## src/hw/rtl/wdts_pkg.sv

```systemverilog
// shared types and constants of the wavetable dds tone source
`timescale 1ns / 1ps

package wdts_pkg;

	typedef enum logic [1:0] {
		MODE_LOAD   = 2'd0,
		MODE_START  = 2'd1,
		MODE_TICK   = 2'd2,
		MODE_SAMPLE = 2'd3
	} mode_t;

	typedef struct packed {
		mode_t       mode;
		logic [7:0]  table_index;
		logic [15:0] table_value;
	} cmd_t;

	typedef struct packed {
		logic [31:0] phase_step;
		logic [1:0]  sample_format;
		logic [31:0] tick_limit;
	} cfg_t;

	localparam logic [1:0] CFG_PHASE_STEP    = 2'd0;
	localparam logic [1:0] CFG_SAMPLE_FORMAT = 2'd1;
	localparam logic [1:0] CFG_NOTE_LENGTH   = 2'd2;

	localparam logic [1:0] FMT_U8  = 2'd0;
	localparam logic [1:0] FMT_U16 = 2'd1;
	localparam logic [1:0] FMT_I16 = 2'd2;

	localparam logic [31:0] PHASE_STEP_RESET = 32'h0100_0000;
	localparam int unsigned PHASE_SHIFT      = 24;
	localparam int unsigned BYTE_SHIFT       = 8;
	localparam logic [15:0] OFFSET_BIN       = 16'h8000;

endpackage

```

## src/hw/rtl/wdts_front.sv

```systemverilog
// front end: accepts input words, decodes them and queues commands for the back end
`timescale 1ns / 1ps

module wdts_front (
	input  logic               clk,
	input  logic               arst_n,
	input  logic               item_valid,
	output logic               item_ready,
	input  logic [1:0]         mode,
	input  logic [7:0]         table_index,
	input  logic [15:0]        table_value,
	output logic               head_valid,
	output wdts_pkg::cmd_t     head_cmd,
	input  logic               head_pop
);

	localparam logic [1:0] QUEUE_FULL = 2'd2;

	wdts_pkg::cmd_t cmd_q [2];
	logic           wptr_q;
	logic           rptr_q;
	logic [1:0]     cnt_q;
	logic           push;
	wdts_pkg::cmd_t new_cmd;

	assign item_ready = (cnt_q != QUEUE_FULL);
	assign push       = item_valid && item_ready;
	assign head_valid = (cnt_q != 2'd0);
	assign head_cmd   = cmd_q[rptr_q];

	always_comb begin
		new_cmd.mode        = wdts_pkg::mode_t'(mode);
		new_cmd.table_index = table_index;
		new_cmd.table_value = table_value;
	end

	always_ff @(posedge clk) begin
		if (push) begin
			cmd_q[wptr_q] <= new_cmd;
		end
	end

	always_ff @(posedge clk or negedge arst_n) begin
		if (!arst_n) begin
			wptr_q <= 1'b0;
			rptr_q <= 1'b0;
			cnt_q  <= 2'd0;
		end else begin
			if (push) begin
				wptr_q <= ~wptr_q;
			end
			if (head_pop) begin
				rptr_q <= ~rptr_q;
			end
			if (push && !head_pop) begin
				cnt_q <= cnt_q + 2'd1;
			end else if (head_pop && !push) begin
				cnt_q <= cnt_q - 2'd1;
			end
		end
	end

endmodule

```

## src/hw/rtl/wdts_back.sv

```systemverilog
// back end: wavetable, phase and elapsed time, sample formatting and output queue
`timescale 1ns / 1ps

module wdts_back #(
	parameter int unsigned TABLE_DEPTH = 256
) (
	input  logic               clk,
	input  logic               arst_n,
	input  wdts_pkg::cfg_t     cfg,
	input  logic               head_valid,
	input  wdts_pkg::cmd_t     head_cmd,
	output logic               head_pop,
	output logic               sample_valid,
	input  logic               sample_ready,
	output logic [7:0]         left_sample,
	output logic [7:0]         right_sample
);

	localparam int unsigned AW = (TABLE_DEPTH > 1) ? $clog2(TABLE_DEPTH) : 1;

	logic [15:0]   mem [TABLE_DEPTH];
	logic [AW-1:0] angle_tab [256];

	logic [31:0]   phase_q;
	logic [31:0]   elapsed_q;
	logic          v_s1;
	logic [15:0]   rd_s1;

	logic [7:0]    buf_q [2];
	logic          wptr_q;
	logic          rptr_q;
	logic [1:0]    out_cnt_q;

	logic          is_sample;
	logic          emit_ok;
	logic          credit_ok;
	logic          out_fire;
	logic          emit;
	logic          mem_we;
	logic [AW+7:0] idx_wide;
	logic [AW-1:0] wr_addr;
	logic [AW-1:0] rd_addr;
	logic [7:0]    phase_top;
	logic [15:0]   biased;
	logic [7:0]    pcm_s1;

	// top phase byte folded into the table depth
	for (genvar g = 0; g < 256; g++) begin : g_angle
		assign angle_tab[g] = AW'(g % TABLE_DEPTH);
	end

	assign phase_top = 8'(phase_q >> wdts_pkg::PHASE_SHIFT);
	assign rd_addr   = angle_tab[phase_top];
	assign idx_wide  = {{AW{1'b0}}, head_cmd.table_index};
	assign wr_addr   = idx_wide[AW-1:0];

	assign out_fire  = sample_valid && sample_ready;
	assign is_sample = (head_cmd.mode == wdts_pkg::MODE_SAMPLE);
	assign emit_ok   = (elapsed_q < cfg.tick_limit);
	// room for the word in flight plus this one
	assign credit_ok = ({1'b0, out_cnt_q} + {2'b00, v_s1}) < (3'd2 + {2'b00, out_fire});
	assign head_pop  = head_valid && !(is_sample && emit_ok && !credit_ok);
	assign emit      = head_pop && is_sample && emit_ok;
	assign mem_we    = head_pop && (head_cmd.mode == wdts_pkg::MODE_LOAD) &&
		(idx_wide < (AW+8)'(TABLE_DEPTH));

	always_ff @(posedge clk) begin
		if (mem_we) begin
			mem[wr_addr] <= head_cmd.table_value;
		end
		if (emit) begin
			rd_s1 <= mem[rd_addr];
		end
	end

	always_ff @(posedge clk or negedge arst_n) begin
		if (!arst_n) begin
			phase_q   <= 32'd0;
			elapsed_q <= 32'd0;
			v_s1      <= 1'b0;
		end else begin
			v_s1 <= emit;
			if (head_pop) begin
				case (head_cmd.mode)
					wdts_pkg::MODE_START: begin
						phase_q   <= 32'd0;
						elapsed_q <= 32'd0;
					end
					wdts_pkg::MODE_TICK: begin
						if (elapsed_q != '1) begin
							elapsed_q <= elapsed_q + 32'd1;
						end
					end
					wdts_pkg::MODE_SAMPLE: begin
						if (emit_ok) begin
							phase_q <= phase_q + cfg.phase_step;
						end
					end
					default: begin
					end
				endcase
			end
		end
	end

	assign biased = rd_s1 + wdts_pkg::OFFSET_BIN;

	always_comb begin
		case (cfg.sample_format)
			wdts_pkg::FMT_U16: pcm_s1 = 8'(rd_s1 >> wdts_pkg::BYTE_SHIFT);
			wdts_pkg::FMT_I16: pcm_s1 = 8'(biased >> wdts_pkg::BYTE_SHIFT);
			default:           pcm_s1 = rd_s1[7:0];
		endcase
	end

	// output word queue
	always_ff @(posedge clk) begin
		if (v_s1) begin
			buf_q[wptr_q] <= pcm_s1;
		end
	end

	always_ff @(posedge clk or negedge arst_n) begin
		if (!arst_n) begin
			wptr_q    <= 1'b0;
			rptr_q    <= 1'b0;
			out_cnt_q <= 2'd0;
		end else begin
			if (v_s1) begin
				wptr_q <= ~wptr_q;
			end
			if (out_fire) begin
				rptr_q <= ~rptr_q;
			end
			if (v_s1 && !out_fire) begin
				out_cnt_q <= out_cnt_q + 2'd1;
			end else if (out_fire && !v_s1) begin
				out_cnt_q <= out_cnt_q - 2'd1;
			end
		end
	end

	assign sample_valid = (out_cnt_q != 2'd0);
	assign left_sample  = buf_q[rptr_q];
	assign right_sample = buf_q[rptr_q];

endmodule

```

## src/hw/rtl/wavetable_dds_tone_source.sv

```systemverilog
// top level of the wavetable dds tone source: config registers, front and back ends
//
//  channel   handshake                  payload
//  item      item_valid / item_ready    mode, table_index, table_value
//  sample    sample_valid / sample_ready left_sample, right_sample
//  config    cfg_we                     cfg_addr, cfg_data
//
// one word per cycle while the output is not stalled; a sample slot's word passes in turn through
// the command queue, the table read register and the output queue
// the table read is one synchronous memory port, the note limit is one 16x16 multiply at write
// reset clears queues, phase and elapsed time and sets config to its defaults; table contents stay undefined
// a stalled sample output fills a two-word output queue, then a two-word command queue,
// then item_ready drops
`timescale 1ns / 1ps

module wavetable_dds_tone_source #(
	parameter int unsigned TABLE_DEPTH    = 256,
	parameter int unsigned TICKS_PER_UNIT = 1000
) (
	input  logic        clk,
	input  logic        arst_n,
	input  logic        item_valid,
	output logic        item_ready,
	input  logic [1:0]  mode,
	input  logic [7:0]  table_index,
	input  logic [15:0] table_value,
	output logic        sample_valid,
	input  logic        sample_ready,
	output logic [7:0]  left_sample,
	output logic [7:0]  right_sample,
	input  logic        cfg_we,
	input  logic [1:0]  cfg_addr,
	input  logic [31:0] cfg_data
);

	wdts_pkg::cfg_t cfg_q;
	logic [31:0]    limit_d;
	logic           head_valid;
	wdts_pkg::cmd_t head_cmd;
	logic           head_pop;

	assign limit_d = {16'd0, cfg_data[15:0]} * {16'd0, 16'(TICKS_PER_UNIT)};

	always_ff @(posedge clk or negedge arst_n) begin
		if (!arst_n) begin
			cfg_q.phase_step    <= wdts_pkg::PHASE_STEP_RESET;
			cfg_q.sample_format <= wdts_pkg::FMT_U8;
			cfg_q.tick_limit    <= 32'd0;
		end else if (cfg_we) begin
			case (cfg_addr)
				wdts_pkg::CFG_PHASE_STEP:    cfg_q.phase_step    <= cfg_data;
				wdts_pkg::CFG_SAMPLE_FORMAT: cfg_q.sample_format <= cfg_data[1:0];
				wdts_pkg::CFG_NOTE_LENGTH:   cfg_q.tick_limit    <= limit_d;
				default: begin
				end
			endcase
		end
	end

	wdts_front u_front (
		.clk         (clk),
		.arst_n      (arst_n),
		.item_valid  (item_valid),
		.item_ready  (item_ready),
		.mode        (mode),
		.table_index (table_index),
		.table_value (table_value),
		.head_valid  (head_valid),
		.head_cmd    (head_cmd),
		.head_pop    (head_pop)
	);

	wdts_back #(
		.TABLE_DEPTH (TABLE_DEPTH)
	) u_back (
		.clk          (clk),
		.arst_n       (arst_n),
		.cfg          (cfg_q),
		.head_valid   (head_valid),
		.head_cmd     (head_cmd),
		.head_pop     (head_pop),
		.sample_valid (sample_valid),
		.sample_ready (sample_ready),
		.left_sample  (left_sample),
		.right_sample (right_sample)
	);

endmodule

```

## config.mk

```make
export PLATFORM = sky130hd
export DESIGN_NAME = wavetable_dds_tone_source
export DESIGN_NICKNAME = d
export VERILOG_FILES = /design/src/hw/rtl/wdts_pkg.sv /design/src/hw/rtl/wdts_front.sv /design/src/hw/rtl/wdts_back.sv /design/src/hw/rtl/wavetable_dds_tone_source.sv
export SDC_FILE = /design/constraint.sdc
export NUM_CORES = 2
export LEC_CHECK = 0
export BUFFER_PORTS_ARGS = -buffer_cell sky130_fd_sc_hd__buf_4
export CAP_MARGIN = 20
export CORE_MARGIN = 4
export CORE_UTILIZATION = 43
export DETAILED_ROUTE_END_ITERATION = 10
export MAX_ROUTING_LAYER = met4
export SETUP_SLACK_MARGIN = 0.5
export SLEW_MARGIN = 20
export SYNTH_ARGS = -nofsm -noshare
export SYNTH_HDL_FRONTEND = slang
export SYNTH_HIERARCHICAL = 1
export SYNTH_MEMORY_MAX_BITS = 65536
export SYNTH_SLANG_ARGS = --single-unit
```

## constraint.sdc

```tcl
create_clock -name clk -period 4.6 [get_ports clk]
set_input_delay 0.23 -clock clk [delete_from_list [all_inputs] [get_ports clk]]
set_output_delay 0.23 -clock clk [all_outputs]
set_load 0.01 [all_outputs]
```

==> impl_metrics.ini <==
[global_routing]
grtUsageTotal = 0.2144
grt_busiest_layer = met2
grt_first_pass_wirelength_um = 616800
antenna_found_initial = 30
grt_start_max_net_pins = 134
met1_usage = 0.3059
grtUsageMet3 = 0.03232
grt_overflow = 0
met2_usage = 0.3301
grt_pass1_vias = 82700

[power]
power_frac_clock = 0.328
seq_power_share = 0.465
internal_power_mw = 75.94
netSwitchingPower_mw = 29.67
leakage_nw = 61.58
netSwitchingFraction = 0.2810
power_density_nw_per_um2 = 537.2
combPwrFrac = 0.207
irDropWorstVdd_uv = 492.6

[critical_path]
cp-start-kind = flip-flop
cp.arrival_ns = 4.75
worstSetupPathType = reg2reg
reg2reg_depth = 9
crit_path_end_kind = flip-flop
crit_required_ns = 5.26
path_max_fanout = 26

[synth]
synth_edf_count = 4180
synth.area.top_cells = edfxtp_1, mux4_2, dfrtp_1
ys_async_sr_fraction = 0.03016
yosys.area.top_type = edfxtp_1
synthTopCellsByCount = edfxtp_1, mux4_2, nor2_1
ys_ff_latch = 4310
synth_area_um2 = 170400
synthCells = 7477
synth.distinct_cells = 75
yosysMostFrequentCell = edfxtp_1
synthFlopType = edfxtp_1
yosysTopAreaCellShare = 0.7366
ys_seq_area_frac = 0.7557
yosys_warnings = 6
avgSynthCellArea_um2 = 22.79

[place]
dp_cells = 12970
hpwl_um = 257800
dp_slack_ns = 0.1137
port_buffers = 82
gp_congestion = 0.8436

[layout]
multi_input_comb_area_um2 = 39510
stdcell_count = 13930
layout.nets = 8566
utilization = 0.4994
drive_gt1_frac = 0.3138
nFillCells = 30880
areaGrowthSynthToFinish_pct = 15.37
ff_latch_area_um2 = 128800

[detailed_routing]
drc = 0
antenna_left = 0
viasPerCell = 5.877
wl_um = 425000
dr.pass1.iters = 6
via_count = 81850
wire_per_inst_um = 30.52
drt-initial-drc-count = 10200

[sta]
hold_viol_final = 0
fin_crit_ns = 4.096
slew_viol_final = 0
finalCritPeriodShare = 0.8904
max_freq_mhz = 244.2
setup_viol = 0
setup_tns_ns = 0
tightestPinTransition_ns = 1.206
fin_worst_skew_ns = 0.06151
relSlewSlack = 0.1872
setup_slack_ns = 0.5043
rsz0062_at_grt = true

[clock_network]
clock_latency_ns = 0.97
cts.sinks = 4310
clockBufferDepth = 4
cts_buffers = 429
cts_tree = yes
clkSlewWorstSetupHoldPaths_ns = 0.07
htree_levels = 5
cts_root_buf = clkbuf_16

[die]
row_count = 230
die_x_um = 637.5
dieHeight_um = 637.5
io_pins = 83
initial_utilization = 0.4329
die_area_um2 = 406400
core_region_area_um2 = 393700

[hold_path]
hold_depth = 3
hold_class = in2reg

[status]
status = complete, no violations

[flow_run]
drv_cap = 0
[timing repair]
| item | 4_1_cts | 5_1_grt |
|---|---|---|
| pin swaps | 0 | 5 |
| cloned | 1 | 3 |
| resized for setup | 5 | 26 |
| setup buffers | 0 | 4 |
| endpoints found under the hold margin | 296 | 0 |
| endpoints found under the setup margin | 4 | 22 |
| hold buffers | 131 | 0 |
[registers in the layout, summed over array words and instances (netlist names)]
signal            cells
u_back/mem         4096
cfg_q                57
u_front/cmd_q        52
u_back/elapsed_q     32
u_back/phase_q       32
u_back/buf_q         16
u_back/rd_s1         16
u_back/out_cnt_q      2
u_front/cnt_q         2
u_back/rptr_q         1
u_back/v_s1           1
u_back/wptr_q         1
u_front/rptr_q        1
u_front/wptr_q        1
[logic make-up (layout without fill, tap and decap cells)]
family | after synthesis | in the layout | share of synthesized area
flip-flops | 4310 | 4310 | 0.7557
AND/OR/NAND/NOR | 617 | 617 | 0.01584
adder cells (fa/ha/maj) | 177 | 177 | 0.01542
buffers and inverters | 523 | 1726 | 0.01462
AO/OA/AOI/OAI | 363 | 363 | 0.01422
multiplexers | 1436 | 1436 | 0.1816
XOR/XNOR | 50 | 50 | 0.002570
other | 1 | 29 | 0.00002201
[path summary, 6_finish.rpt]
| check | startpoint | to | slack [ns] |
|---|---|---|---|
| setup / recovery | u_back/phase_q[24]$_DFFE_PN0P_ | u_back/rd_s1[11]$_DFFE_PP_ | 0.50 |
| hold / removal | cfg_data[13] | cfg_q[47]$_DFFE_PN0P_ | 0.16 |
| setup reg to reg | u_back/phase_q[24]$_DFFE_PN0P_ | u_back/rd_s1[11]$_DFFE_PP_ | 0.50 |
| hold reg to reg | u_back/phase_q[13]$_DFFE_PN0P_ | u_back/phase_q[13]$_DFFE_PN0P_ | 0.48 |
| max in group asynchronous | arst_n | u_back/phase_q[26]$_DFFE_PN0P_ | 3.65 |
| min in group asynchronous | arst_n | u_back/elapsed_q[1]$_DFFE_PN0P_ | 0.40 |
[area by class of cell]
| type | count | area share |
|---|---|---|
| flip-flops and latches | 4310 | 0.6551 |
| inverters | 133 | 0.002616 |
| repair buffers | 798 | 0.03699 |
| clock buffers | 525 | 0.05744 |
| multi-input cells | 2652 | 0.2010 |
| clock inverters | 270 | 0.01337 |
| well taps | 5220 | 0.03322 |
| diodes | 20 | 0.0002546 |
[power by group through the flow]
stage	sequential (mW)	clock, mW	combinational (mW)
global placement	49.9	0	21.2
finish	49.1	34.6	21.9
floorplan	49.7	0	12.3
global route	49.1	37.0	23.4
CTS	49.1	35.3	21.9
detailed placement	49.9	0	21.7
[per-layer routing]
layer  share of wire  wire, µm
met1            0.42    178500
met2            0.48    204500
met3           0.075     31960
met4           0.024     10040
met5               0         0
[through the flow]
stage | hold slack [ns] | area, µm² | power, mW
finish | 0.1621 | 196600 | 105.6
global route | 0.1229 | 196600 | 109.5
CTS | 0.05102 | 196300 | 106.3
detailed placement | 0.2786 | 181000 | 71.62
global placement | 0.2774 | 181000 | 71.02
floorplan | -0.06559 | 170400 | 62.04
[critical path: stages, from the launching register on]
cell       delay (ns)
dfrtp_4          0.51
buf_12           0.27
buf_12           0.26
mux4_2           0.56
mux4_2           0.57
mux4_2           0.62
nor2b_1          0.19
a211oi_1         0.40
buf_4            0.24
a2111oi_0        0.08
[placed cells by master (no fill, tap or decap), types with 58 or more instances in the layout]
master / synthesis / layout
a21oi_1: 59 / 58
buf_4: 70 / 594
clkbuf_1: 184 / 83
clkbuf_16: 0 / 438
clkinv_1: 0 / 100
clkinv_2: 0 / 92
dfrtp_1: 129 / 121
dlygate4sd3_1: 0 / 130
edfxtp_1: 4180 / 4180
ha_1: 122 / 118
inv_1: 133 / 127
mux4_2: 1312 / 1312
nand2_1: 137 / 124
nor2_1: 320 / 313
o21ai_0: 67 / 62
(Power assumes the default switching activity.)
